--- config.mk ---
export PLATFORM = sky130hd
export DESIGN_NAME = timer_heap_scheduler_top
export DESIGN_NICKNAME = d
export VERILOG_FILES = /design/src/rtl/ths_pkg.sv /design/src/rtl/ths_ctrl.sv /design/src/rtl/ths_dp.sv /design/src/rtl/timer_heap_scheduler_top.sv
export VERILOG_INCLUDE_DIRS = /design/src /design/src/rtl
export SDC_FILE = /design/constraint.sdc
export NUM_CORES = 2
export LEC_CHECK = 0
export BUFFER_PORTS_ARGS = -buffer_cell sky130_fd_sc_hd__buf_2
export CAP_MARGIN = 30
export CELL_PAD_IN_SITES_DETAIL_PLACEMENT = 1
export CELL_PAD_IN_SITES_GLOBAL_PLACEMENT = 2
export CORE_AREA = 2 2 399 401
export DETAILED_ROUTE_END_ITERATION = 10
export DIE_AREA = 0 0 401 403
export PLACE_DENSITY_LB_ADDON = 0.08
export SLEW_MARGIN = 15
export SYNTH_ARGS = -nofsm -noshare
export SYNTH_HDL_FRONTEND = slang
export SYNTH_SLANG_ARGS = --single-unit
--- constraint.sdc ---
create_clock -name i_clk -period 7.6 [get_ports i_clk]
set_input_delay 0.38 -clock i_clk [delete_from_list [all_inputs] [get_ports i_clk]]
set_output_delay 0.38 -clock i_clk [all_outputs]
set_load 0.01 [all_outputs]
--- src/rtl/timer_heap_scheduler_top_assert.svh ---
// Assertion macros for the timer heap scheduler.
// Used by the top level only; needs a clock and an active-low reset name.
`ifndef TIMER_HEAP_SCHEDULER_TOP_ASSERT_SVH
`define TIMER_HEAP_SCHEDULER_TOP_ASSERT_SVH

// same-cycle implication
`define THS_ASSERT_IMP(lbl, clk, rst_n, ante, cons, msg) \
    lbl: assert property (@(posedge clk) disable iff (!rst_n) (ante) |-> (cons)) \
        else $error(msg);

// next-cycle implication
`define THS_ASSERT_NXT(lbl, clk, rst_n, ante, cons, msg) \
    lbl: assert property (@(posedge clk) disable iff (!rst_n) (ante) |=> (cons)) \
        else $error(msg);

`endif

--- src/rtl/ths_pkg.sv ---
// Shared types and codes for the timer heap scheduler.
// No dependencies; imported by the controller, the datapath and the top level.
`default_nettype none
package ths_pkg;

    localparam logic [1:0] REQ_ADD  = 2'd0;
    localparam logic [1:0] REQ_DEL  = 2'd1;
    localparam logic [1:0] REQ_TICK = 2'd2;

    localparam logic [1:0] RESP_ADD    = 2'd0;
    localparam logic [1:0] RESP_DEL    = 2'd1;
    localparam logic [1:0] RESP_EXPIRY = 2'd2;

    localparam logic [1:0] STAT_OK       = 2'd0;
    localparam logic [1:0] STAT_TOO_MANY = 2'd1;
    localparam logic [1:0] STAT_NO_TIMER = 2'd2;

    localparam int FLAG_PERIODIC = 0;
    localparam int FLAG_DELETED  = 1;

    localparam int RESULT_CAP = 16;
    localparam int NRES_W     = $clog2(RESULT_CAP + 1);

    typedef enum logic [3:0] {
        OP_NONE,
        OP_LATCH,
        OP_ADD,
        OP_SU_RD,
        OP_SU_CMP,
        OP_DEL_RD,
        OP_DEL_CMP,
        OP_TICK,
        OP_POP_RD,
        OP_POP_TEST,
        OP_POP_LD,
        OP_SD_RD,
        OP_SD_CMP,
        OP_POST
    } t_op;

    typedef struct packed {
        logic full;
        logic hole_zero;
        logic par_gt;
        logic del_end;
        logic del_hit;
        logic pop_go;
        logic heap_empty;
        logic sd_move;
        logic top_periodic;
    } t_status;

endpackage
`default_nettype wire

--- src/rtl/ths_ctrl.sv ---
// Sequencer for the timer heap scheduler: walks add, delete and tick requests
// through datapath micro-operations. Depends on ths_pkg.
`default_nettype none
module ths_ctrl
    import ths_pkg::*;
(
    input  wire logic       i_clk,
    input  wire logic       i_rst_n,
    input  wire logic       i_start,
    input  wire logic [1:0] i_req_type,
    input  wire t_status    i_st,
    output t_op             o_op,
    output logic            o_busy
);

    typedef enum logic [3:0] {
        S_IDLE,
        S_ADD,
        S_SU_RD,
        S_SU_CMP,
        S_DEL_RD,
        S_DEL_CMP,
        S_TICK,
        S_POP_RD,
        S_POP_TEST,
        S_POP_LD,
        S_SD_RD,
        S_SD_CMP,
        S_POST
    } t_state;

    t_state r_state;
    logic   r_in_tick;

    always_comb begin
        case (r_state)
            S_IDLE:     o_op = i_start ? OP_LATCH : OP_NONE;
            S_ADD:      o_op = OP_ADD;
            S_SU_RD:    o_op = OP_SU_RD;
            S_SU_CMP:   o_op = OP_SU_CMP;
            S_DEL_RD:   o_op = OP_DEL_RD;
            S_DEL_CMP:  o_op = OP_DEL_CMP;
            S_TICK:     o_op = OP_TICK;
            S_POP_RD:   o_op = OP_POP_RD;
            S_POP_TEST: o_op = OP_POP_TEST;
            S_POP_LD:   o_op = OP_POP_LD;
            S_SD_RD:    o_op = OP_SD_RD;
            S_SD_CMP:   o_op = OP_SD_CMP;
            S_POST:     o_op = OP_POST;
            default:    o_op = OP_NONE;
        endcase
    end

    assign o_busy = (r_state != S_IDLE);

    always_ff @(posedge i_clk) begin
        if (!i_rst_n) begin
            r_state   <= S_IDLE;
            r_in_tick <= 1'b0;
        end else begin
            case (r_state)
                S_IDLE: begin
                    if (i_start) begin
                        case (i_req_type)
                            REQ_ADD:  r_state <= S_ADD;
                            REQ_DEL:  r_state <= S_DEL_RD;
                            REQ_TICK: r_state <= S_TICK;
                            default:  r_state <= S_IDLE;
                        endcase
                    end
                end
                S_ADD: begin
                    r_in_tick <= 1'b0;
                    r_state   <= i_st.full ? S_IDLE : S_SU_RD;
                end
                S_SU_RD: begin
                    if (i_st.hole_zero) begin
                        r_state <= r_in_tick ? S_POP_RD : S_IDLE;
                    end else begin
                        r_state <= S_SU_CMP;
                    end
                end
                S_SU_CMP: begin
                    if (i_st.par_gt) begin
                        r_state <= S_SU_RD;
                    end else begin
                        r_state <= r_in_tick ? S_POP_RD : S_IDLE;
                    end
                end
                S_DEL_RD:   r_state <= i_st.del_end ? S_IDLE : S_DEL_CMP;
                S_DEL_CMP:  r_state <= i_st.del_hit ? S_IDLE : S_DEL_RD;
                S_TICK: begin
                    r_in_tick <= 1'b1;
                    r_state   <= S_POP_RD;
                end
                S_POP_RD:   r_state <= S_POP_TEST;
                S_POP_TEST: r_state <= i_st.pop_go ? S_POP_LD : S_IDLE;
                S_POP_LD:   r_state <= i_st.heap_empty ? S_POST : S_SD_RD;
                S_SD_RD:    r_state <= S_SD_CMP;
                S_SD_CMP:   r_state <= i_st.sd_move ? S_SD_RD : S_POST;
                S_POST:     r_state <= i_st.top_periodic ? S_SU_RD : S_POP_RD;
                default:    r_state <= S_IDLE;
            endcase
        end
    end

endmodule
`default_nettype wire

--- src/rtl/ths_dp.sv ---
// Datapath for the timer heap scheduler: heap memory, sift hole registers,
// id allocation, tick counter and result registers. Depends on ths_pkg.
`default_nettype none
module ths_dp
    import ths_pkg::*;
#(
    parameter int NUM_TIMERS = 16
) (
    input  wire logic        i_clk,
    input  wire logic        i_rst_n,
    input  wire t_op         i_op,
    input  wire logic [31:0] i_duration,
    input  wire logic        i_periodic,
    input  wire logic [3:0]  i_target_id,
    output t_status          o_st,
    output logic             o_strobe,
    output logic [1:0]       o_resp_kind,
    output logic [3:0]       o_timer_id,
    output logic [1:0]       o_status,
    output logic             o_last
);

    localparam int IW   = $clog2(NUM_TIMERS);
    localparam int CW   = $clog2(NUM_TIMERS + 1);
    localparam int AW   = IW + 2;
    localparam int CMPW = (IW > 4) ? IW : 4;

    typedef struct packed {
        logic [31:0]   dl;
        logic [31:0]   per;
        logic [1:0]    fl;
        logic [IW-1:0] own;
    } t_entry;

    t_entry mem [NUM_TIMERS];

    t_entry            r_rd_a, r_rd_b, r_e, n_e, r_top, n_top;
    logic [IW-1:0]     ra_a, ra_b, wa;
    t_entry            wd;
    logic              we;

    logic [31:0]       r_now, n_now, r_dur, n_dur;
    logic              r_prd, n_prd;
    logic [3:0]        r_tgt, n_tgt;
    logic [CW-1:0]     r_count, n_count, r_scan, n_scan, r_pops, n_pops;
    logic [IW-1:0]     r_hole, n_hole;
    logic [NUM_TIMERS-1:0] r_inuse, n_inuse;
    logic [NRES_W-1:0] r_nres, n_nres;
    logic              r_pend, n_pend;
    logic [IW-1:0]     r_pend_id, n_pend_id;
    logic              r_stb, n_stb, r_last, n_last;
    logic [1:0]        r_kind, n_kind, r_stat, n_stat;
    logic [3:0]        r_id, n_id;

    logic              free_ok;
    logic [IW-1:0]     free_id;
    logic [AW-1:0]     lc, rc;
    logic              l_lt, r_lt;
    logic [31:0]       best_dl;

    always_comb begin
        free_ok = 1'b0;
        free_id = '0;
        for (int k = NUM_TIMERS - 1; k >= 0; k--) begin
            if (!r_inuse[k]) begin
                free_ok = 1'b1;
                free_id = IW'(k);
            end
        end
    end

    assign lc      = (AW'(r_hole) << 1) + AW'(1);
    assign rc      = lc + AW'(1);
    assign l_lt    = (lc < AW'(r_count)) && (r_rd_a.dl < r_e.dl);
    assign best_dl = l_lt ? r_rd_a.dl : r_e.dl;
    assign r_lt    = (rc < AW'(r_count)) && (r_rd_b.dl < best_dl);

    always_comb begin
        o_st.full         = !free_ok || (r_count >= CW'(NUM_TIMERS));
        o_st.hole_zero    = (r_hole == '0);
        o_st.par_gt       = (r_rd_a.dl > r_e.dl);
        o_st.del_end      = (r_scan >= r_count);
        o_st.del_hit      = (CMPW'(r_rd_a.own) == CMPW'(r_tgt));
        o_st.pop_go       = (r_count != '0) && (r_rd_a.dl <= r_now)
                            && (r_pops < CW'(NUM_TIMERS))
                            && (r_nres < NRES_W'(RESULT_CAP));
        o_st.heap_empty   = (r_count == '0);
        o_st.sd_move      = l_lt || r_lt;
        o_st.top_periodic = r_top.fl[FLAG_PERIODIC];
    end

    always_comb begin
        t_entry w_tmp;
        w_tmp     = r_rd_a;
        n_e       = r_e;
        n_top     = r_top;
        n_now     = r_now;
        n_dur     = r_dur;
        n_prd     = r_prd;
        n_tgt     = r_tgt;
        n_count   = r_count;
        n_scan    = r_scan;
        n_pops    = r_pops;
        n_hole    = r_hole;
        n_inuse   = r_inuse;
        n_nres    = r_nres;
        n_pend    = r_pend;
        n_pend_id = r_pend_id;
        n_stb     = 1'b0;
        n_last    = r_last;
        n_kind    = r_kind;
        n_stat    = r_stat;
        n_id      = r_id;
        ra_a      = '0;
        ra_b      = '0;
        we        = 1'b0;
        wa        = r_hole;
        wd        = r_e;
        case (i_op)
            OP_LATCH: begin
                n_dur  = i_duration;
                n_prd  = i_periodic;
                n_tgt  = i_target_id;
                n_scan = '0;
            end
            OP_ADD: begin
                n_stb  = 1'b1;
                n_kind = RESP_ADD;
                n_last = 1'b1;
                if (o_st.full) begin
                    n_stat = STAT_TOO_MANY;
                    n_id   = '0;
                end else begin
                    n_e.dl   = r_now + r_dur;
                    n_e.per  = r_dur;
                    n_e.fl   = '0;
                    n_e.fl[FLAG_PERIODIC] = r_prd;
                    n_e.own  = free_id;
                    n_hole   = IW'(r_count);
                    n_count  = r_count + CW'(1);
                    n_inuse[free_id] = 1'b1;
                    n_stat   = STAT_OK;
                    n_id     = 4'(free_id);
                end
            end
            OP_SU_RD: begin
                ra_a = (r_hole - IW'(1)) >> 1;
                if (r_hole == '0) begin
                    we = 1'b1;
                end
            end
            OP_SU_CMP: begin
                we = 1'b1;
                if (o_st.par_gt) begin
                    wd     = r_rd_a;
                    n_hole = (r_hole - IW'(1)) >> 1;
                end
            end
            OP_DEL_RD: begin
                ra_a = IW'(r_scan);
                if (o_st.del_end) begin
                    n_stb  = 1'b1;
                    n_kind = RESP_DEL;
                    n_id   = r_tgt;
                    n_stat = STAT_NO_TIMER;
                    n_last = 1'b1;
                end
            end
            OP_DEL_CMP: begin
                if (o_st.del_hit) begin
                    w_tmp.fl[FLAG_DELETED]  = 1'b1;
                    w_tmp.fl[FLAG_PERIODIC] = 1'b0;
                    we     = 1'b1;
                    wa     = IW'(r_scan);
                    wd     = w_tmp;
                    n_stb  = 1'b1;
                    n_kind = RESP_DEL;
                    n_id   = r_tgt;
                    n_stat = STAT_OK;
                    n_last = 1'b1;
                end else begin
                    n_scan = r_scan + CW'(1);
                end
            end
            OP_TICK: begin
                n_now  = r_now + 32'd1;
                n_pops = '0;
                n_nres = '0;
                n_pend = 1'b0;
            end
            OP_POP_RD: begin
                ra_a = '0;
            end
            OP_POP_TEST: begin
                if (o_st.pop_go) begin
                    n_top   = r_rd_a;
                    n_count = r_count - CW'(1);
                    n_pops  = r_pops + CW'(1);
                    ra_a    = IW'(r_count - CW'(1));
                end else if (r_pend) begin
                    n_stb  = 1'b1;
                    n_kind = RESP_EXPIRY;
                    n_id   = 4'(r_pend_id);
                    n_stat = STAT_OK;
                    n_last = 1'b1;
                    n_pend = 1'b0;
                end
            end
            OP_POP_LD: begin
                n_e    = r_rd_a;
                n_hole = '0;
            end
            OP_SD_RD: begin
                ra_a = IW'(lc);
                ra_b = IW'(rc);
            end
            OP_SD_CMP: begin
                we = 1'b1;
                if (r_lt) begin
                    wd     = r_rd_b;
                    n_hole = IW'(rc);
                end else if (l_lt) begin
                    wd     = r_rd_a;
                    n_hole = IW'(lc);
                end
            end
            OP_POST: begin
                if (!r_top.fl[FLAG_DELETED]) begin
                    if (r_pend) begin
                        n_stb  = 1'b1;
                        n_kind = RESP_EXPIRY;
                        n_id   = 4'(r_pend_id);
                        n_stat = STAT_OK;
                        n_last = 1'b0;
                    end
                    n_pend    = 1'b1;
                    n_pend_id = r_top.own;
                    n_nres    = r_nres + NRES_W'(1);
                end
                if (r_top.fl[FLAG_PERIODIC]) begin
                    n_e        = r_top;
                    n_e.dl     = r_top.dl + r_top.per;
                    n_hole     = IW'(r_count);
                    n_count    = r_count + CW'(1);
                end else begin
                    n_inuse[r_top.own] = 1'b0;
                end
            end
            default: begin
                n_stb = 1'b0;
            end
        endcase
    end

    always_ff @(posedge i_clk) begin
        if (we) begin
            mem[wa] <= wd;
        end
        r_rd_a <= mem[ra_a];
        r_rd_b <= mem[ra_b];
    end

    always_ff @(posedge i_clk) begin
        if (!i_rst_n) begin
            r_now   <= '0;
            r_count <= '0;
            r_inuse <= '0;
            r_pend  <= 1'b0;
            r_stb   <= 1'b0;
            r_nres  <= '0;
            r_pops  <= '0;
            r_scan  <= '0;
            r_hole  <= '0;
        end else begin
            r_now   <= n_now;
            r_count <= n_count;
            r_inuse <= n_inuse;
            r_pend  <= n_pend;
            r_stb   <= n_stb;
            r_nres  <= n_nres;
            r_pops  <= n_pops;
            r_scan  <= n_scan;
            r_hole  <= n_hole;
        end
        r_e       <= n_e;
        r_top     <= n_top;
        r_dur     <= n_dur;
        r_prd     <= n_prd;
        r_tgt     <= n_tgt;
        r_pend_id <= n_pend_id;
        r_last    <= n_last;
        r_kind    <= n_kind;
        r_stat    <= n_stat;
        r_id      <= n_id;
    end

    assign o_strobe    = r_stb;
    assign o_resp_kind = r_kind;
    assign o_timer_id  = r_id;
    assign o_status    = r_stat;
    assign o_last      = r_last;

endmodule
`default_nettype wire

--- src/rtl/timer_heap_scheduler_top.sv ---
// Timer heap scheduler top level: sequencer plus heap datapath.
// Depends on ths_pkg, ths_ctrl, ths_dp and timer_heap_scheduler_top_assert.svh.
// Requests are taken when start is high and busy is low; one request at a time.
// Each result beat is on the o_ ports for one cycle, marked by o_strobe, and
// cannot be held off by the receiver. An add allocates a free id and then sifts
// the new timer up by parent compares; a refused add sifts nothing. A delete
// searches the heap slots in order for the id. A tick advances the time, then
// pops expired timers and sifts each hole down by child compares (none when
// the pop empties the heap); a periodic timer is put back with a new deadline
// and sifted up. All heap moves go through one dual-read, single-write memory.
`default_nettype none
`include "timer_heap_scheduler_top_assert.svh"
module timer_heap_scheduler_top
    import ths_pkg::*;
#(
    parameter int NUM_TIMERS = 16
) (
    input  wire logic        i_clk,
    input  wire logic        i_rst_n,
    input  wire logic        start,
    output logic             busy,
    input  wire logic [1:0]  i_req_type,
    input  wire logic [31:0] i_duration,
    input  wire logic        i_periodic,
    input  wire logic [3:0]  i_target_id,
    output logic             o_strobe,
    output logic [1:0]       o_resp_kind,
    output logic [3:0]       o_timer_id,
    output logic [1:0]       o_status,
    output logic             o_last
);

    t_op     op;
    t_status st;
    logic    req_known;

    assign req_known = (i_req_type == REQ_ADD) || (i_req_type == REQ_DEL)
                       || (i_req_type == REQ_TICK);

    ths_ctrl u_ctrl (
        .i_clk      (i_clk),
        .i_rst_n    (i_rst_n),
        .i_start    (start),
        .i_req_type (i_req_type),
        .i_st       (st),
        .o_op       (op),
        .o_busy     (busy)
    );

    ths_dp #(
        .NUM_TIMERS (NUM_TIMERS)
    ) u_dp (
        .i_clk       (i_clk),
        .i_rst_n     (i_rst_n),
        .i_op        (op),
        .i_duration  (i_duration),
        .i_periodic  (i_periodic),
        .i_target_id (i_target_id),
        .o_st        (st),
        .o_strobe    (o_strobe),
        .o_resp_kind (o_resp_kind),
        .o_timer_id  (o_timer_id),
        .o_status    (o_status),
        .o_last      (o_last)
    );

    `THS_ASSERT_NXT(a_busy_after_req, i_clk, i_rst_n,
        start && !busy && req_known, busy, "request not taken up")
    `THS_ASSERT_NXT(a_gap_after_last, i_clk, i_rst_n,
        o_strobe && o_last, !o_strobe, "beat straight after final beat")
    `THS_ASSERT_IMP(a_only_expiry_chains, i_clk, i_rst_n,
        o_strobe && !o_last, o_resp_kind == RESP_EXPIRY, "non-final beat that is not an expiry")

endmodule
`default_nettype wire
==> results.txt <==
The count of TritonRoute iterations in the first routing pass is 6. In the routed design, unresolved DRC markers number 0. The cell area power density is 246 nW/um2. The routed wire length came out at 270000 um. The number of synthesized flops with an enable pin is 1310. The longest clock path from root to sink contains 3 buffers. The die boundary height is 403 um. Sequential elements use 62.0% of the synthesized area. The layout-stage area growth over the synthesis result is 12.8%. The critical path is of the reg2reg type. The first-pass GRT wire length came out at 382000 um. Counting every net in the synthesized netlist gives 6113.

The warning count from the yosys run is 0. The top-area cell type share of the netlist area came out at 55.8%. STA classifies the critical path endpoint as a flip-flop.

The placeable core region came out at 157000 um2. The sum of negative setup slack came out at 0 ns. The clock net sink count is 1529. Port buffering added 52 buffers. The via total after detailed routing came out at 52100. The transition at the pin with the smallest max-transition slack came out at 1.22 ns. Setup violations remaining at the end of the flow were counted as 0. By area the synthesized netlist is led by sky130_fd_sc_hd__edfxtp_1 (56%), sky130_fd_sc_hd__dfxtp_1 (6.2%), sky130_fd_sc_hd__nand2_1 (5.4%), sky130_fd_sc_hd__mux2i_1 (5.0%), sky130_fd_sc_hd__ha_1 (3.2%). The arrival time reported for the critical path endpoint came out at 7.68 ns. The startpoint identified for the worst hold timing path is start.

The worst pin sits at a relative slew slack of 18.4%. The worst hold path belongs to the class in2reg. After detailed routing, the average wire length per cell comes to 33.2 um. The worst setup path is launched from a flip-flop. Setup repair after global routing left no endpoint under its margin. In the routed layout, each cell is associated on average with a via count of 6.41. The boundary pin count is 53.

The cell depth of the worst hold path is 4. The critical path required time came out at 8.11 ns. The run finished with clean final reports. In this run the critical register-to-register path is captured at u_dp.mem[12][41]$_DFFE_PP_. The residual antenna-violating net count after detailed routing came out at 0. In this run the mean area of a mapped cell was 12.0 um2. The critical path runs through a total of 19 cells. The CTS H-tree depth is 4. The number of instances resized during post-cts repair is 0.

Summing all placed instances gives a cell area of 73600 um2. The largest delay contributor family on the critical path is compound AO/OA/AOI/OAI gates. The largest stage delay on the critical path is 0.65 ns. The worst path buffer plus inverter count is 3. The number of post-CTS setup repair buffers came out at 0. The leakage power came out at 28.9 nW.

The number of standard-cell rows in the floorplan came out at 146. The highest net fanout along the worst path came out at 38. The synthesized flop and latch total is 1529. The number of max-slew violations in the final report came to 0. The latest clock arrival within the worst-skew pair is 0.82 ns.

The clock period minus worst slack is 7.18 ns. The slowest stage of the critical path is the sky130_fd_sc_hd__a221oi_1 cell. In this run, post-CTS hold repair placed 37 buffers. The async set or reset register ratio after synthesis is 0%. The period utilization came out at 94.4%.

The clock tree from TritonCTS is done. The root buffer cell is sky130_fd_sc_hd__clkbuf_16. Across the VDD grid, the largest voltage drop is 0.234 mV. The number of maximum-capacitance violations came out at 0. After technology mapping, the gate count stands at 5888.

The number of hold violations in the final report is 0. The count of unique library cells instantiated by Yosys is 79. The path with the worst hold slack has its endpoint at u_dp.r_scan[4]$_SDFFE_PN0P_. Based on the critical path, the design can be clocked at up to 139 MHz. The number of nets in the layout came out at 6134.

In the global route stage, overall resource usage came out at 32.9%. The worst reg2reg path startpoint is u_dp.r_rd_a[47]$_DFF_P_. The worst reg-to-reg setup slack came out at 0.42 ns. The post-synthesis instance area came out at 70500 um2. The half-perimeter wire length after detailed placement came out at 150000 um.

The initial cell density of the core is 44.8%. The remaining global-route overflow came out at 0. The number of cell instances on the worst register-to-register path came out at 19. The most used flip-flop cell after synthesis is sky130_fd_sc_hd__edfxtp_1. The number of global-route vias before repair is 52100.

The proportion of layout cells with a drive suffix above 1 came out at 9.40%. The clock-pin slew on the worst setup and hold paths is 0.06 ns. The weighted congestion reported at the end of routability-driven placement came out at 0.897. In this run, the number of DRC markers left after iteration 0 of detailed routing was 5954. The number of buffers inserted during clock tree synthesis is 170.

The signal on the critical path passes through ha_1 > a21oi_1 > o21ai_0 > a221oi_1 > a31oi_1 > nor4_2 > buf_12 > mux2i_1 > ha_1 > a21o_1 > a221oi_1 > o21ai_0 > a2111o_1 > a211oi_1 > o21ai_4 > buf_4 > buf_12 > a211oi_1 > a221o_1. The library cell used most frequently in the layout, excluding fill and tap cells, is sky130_fd_sc_hd__edfxtp_1. The full die area is 162000 um2. The cell taking the most area after synthesis is sky130_fd_sc_hd__edfxtp_1.

The post-route clock skew is 0.0339 ns. The number of antenna violations at the first check in global routing was 17. The die span in x is 401 um.

The final cell count without fillers came out at 8126. The number of placed instances, taps included, is 7767. The pin count of the biggest net entering global routing is 141.

The area of all placed cells without fillers came out at 79500 um2. The top cell types in the final layout, fill and taps aside, are sky130_fd_sc_hd__edfxtp_1 (1310), sky130_fd_sc_hd__nand2_1 (1010), sky130_fd_sc_hd__o21ai_0 (426), sky130_fd_sc_hd__mux2i_1 (353), sky130_fd_sc_hd__nor2_1 (255).
[stage by stage]
stage	utilization (%)	hold slack (ns)	power (mW)	worst slack [ns]
6_report	50.5	0.102	19.5	0.423
5_1_grt	50.5	0.0861	20.1	0.145
4_1_cts	50.4	0.0498	19.6	0.451
3_5_place_dp	46.7	0.484	11.4	0.493
3_3_place_gp	46.7	0.479	11.4	0.613
2_1_floorplan	-	0.450	10.7	1.83
[metal layers]
layer | wire length, um | global-route usage [%]
met1 | 117000 | 46.9
met5 | 9 | 0
met3 | 21200 | 4.86
met2 | 123000 | 52.0
met4 | 8470 | 9.98
[cell families (layout without fill, tap and decap cells)]
| kind of cell | after synthesis | after routing | share of synthesized area (%) |
|---|---|---|---|
| AND/OR/NAND/NOR | 1826 | 1826 | 11.3 |
| buffers and inverters | 479 | 641 | 2.80 |
| XOR/XNOR | 98 | 98 | 1.22 |
| adder cells (fa/ha/maj) | 183 | 183 | 3.27 |
| AO/OA/AOI/OAI | 1337 | 1337 | 13.1 |
| other | 0 | 4 | 0 |
| flip-flops | 1529 | 1529 | 62.0 |
| multiplexers | 436 | 436 | 6.34 |
[tightest hold or removal path: cells and delay by family]
family / cells / cell delay [ns]
and+or+nand+nor: 3 / 0.38
buffers and inverters: 1 / 0.09
[how the worst max path moves through the flow]
stage | from | endpoint | slack [ns]
2_1_floorplan | u_dp.r_count[2]$_SDFFE_PN0P_ | u_dp.mem[0][38]$_DFFE_PP_ | 1.83
3_3_place_gp | u_dp.r_e[49]$_DFFE_PP_ | u_dp.mem[0][60]$_DFFE_PP_ | 0.61
3_5_place_dp | u_dp.r_e[49]$_DFFE_PP_ | u_dp.mem[5][55]$_DFFE_PP_ | 0.49
4_1_cts | u_dp.r_e[49]$_DFFE_PP_ | u_dp.mem[5][7]$_DFFE_PP_ | 0.45
5_1_grt | u_dp.r_rd_a[47]$_DFF_P_ | u_dp.mem[7][55]$_DFFE_PP_ | 0.14
6_report | u_dp.r_rd_a[47]$_DFF_P_ | u_dp.mem[12][41]$_DFFE_PP_ | 0.42
[state kept, by name, summed over array words and instances, names as in the netlist, 4 cells and up]
signal / flops
u_dp.mem: 1120
u_dp.r_e: 70
u_dp.r_rd_a: 70
u_dp.r_tgt: 4
u_dp.r_top: 69
u_dp.r_pops: 5
u_dp.r_scan: 5
u_dp.r_rd_b: 70
u_dp.r_pend_id: 4
u_dp.r_count: 5
u_dp.r_dur: 32
u_dp.r_nres: 5
u_dp.r_now: 32
u_ctrl.r_state: 4
u_dp.r_inuse: 16
u_dp.o_timer_id: 4
u_dp.r_hole: 4
[cells in the mapped netlist (15+ instances only)]
| cell | count |
|---|---|
| sky130_fd_sc_hd__nand2_1 | 1013 |
| sky130_fd_sc_hd__nand4_1 | 41 |
| sky130_fd_sc_hd__a32o_1 | 41 |
| sky130_fd_sc_hd__mux2_2 | 83 |
| sky130_fd_sc_hd__a21o_1 | 41 |
| sky130_fd_sc_hd__xnor2_1 | 66 |
| sky130_fd_sc_hd__edfxtp_1 | 1310 |
| sky130_fd_sc_hd__a21boi_0 | 20 |
| sky130_fd_sc_hd__a221o_1 | 111 |
| sky130_fd_sc_hd__nand3_1 | 171 |
| sky130_fd_sc_hd__mux2i_1 | 353 |
| sky130_fd_sc_hd__inv_1 | 105 |
| sky130_fd_sc_hd__ha_1 | 181 |
| sky130_fd_sc_hd__a211oi_1 | 109 |
| sky130_fd_sc_hd__clkbuf_1 | 265 |
| sky130_fd_sc_hd__buf_2 | 80 |
| sky130_fd_sc_hd__or3_1 | 16 |
| sky130_fd_sc_hd__o21a_1 | 22 |
| sky130_fd_sc_hd__a21oi_1 | 93 |
| sky130_fd_sc_hd__buf_1 | 15 |
| sky130_fd_sc_hd__a32oi_1 | 34 |
| sky130_fd_sc_hd__nor2_1 | 276 |
| sky130_fd_sc_hd__a311o_1 | 31 |
| sky130_fd_sc_hd__nor2b_1 | 22 |
| sky130_fd_sc_hd__nor3_1 | 42 |
| sky130_fd_sc_hd__o211ai_1 | 18 |
| sky130_fd_sc_hd__a22oi_1 | 66 |
| sky130_fd_sc_hd__o21ai_0 | 428 |
| sky130_fd_sc_hd__xor2_1 | 32 |
| sky130_fd_sc_hd__nand2b_1 | 20 |
| sky130_fd_sc_hd__and2_1 | 66 |
| sky130_fd_sc_hd__and3_1 | 116 |
| sky130_fd_sc_hd__a31oi_1 | 52 |
| sky130_fd_sc_hd__o22ai_1 | 113 |
| sky130_fd_sc_hd__a2bb2oi_1 | 71 |
| sky130_fd_sc_hd__dfxtp_1 | 219 |
[area by class of cell]
| class | count | area (um2) |
|---|---|---|
| sequential | 1529 | 43700 |
| inverter | 108 | 410 |
| clock buffer | 229 | 4670 |
| tap | 2072 | 2590 |
| antenna | 4 | 10.0 |
| timing repair buffer | 220 | 2120 |
| multi-input combinational | 3880 | 25200 |
| clock inverter | 84 | 818 |
| fill | 16000 | 77900 |
[power by group]
| group | switching (mW) | internal (mW) | total [mW] |
|---|---|---|---|
| Sequential | 0.238 | 9.29 | 9.53 |
| Combinational | 1.19 | 0.616 | 1.80 |
| Clock | 3.51 | 4.70 | 8.21 |
| Total | 4.93 | 14.6 | 19.5 |
Note: power is estimated with default switching activity, not from simulation.
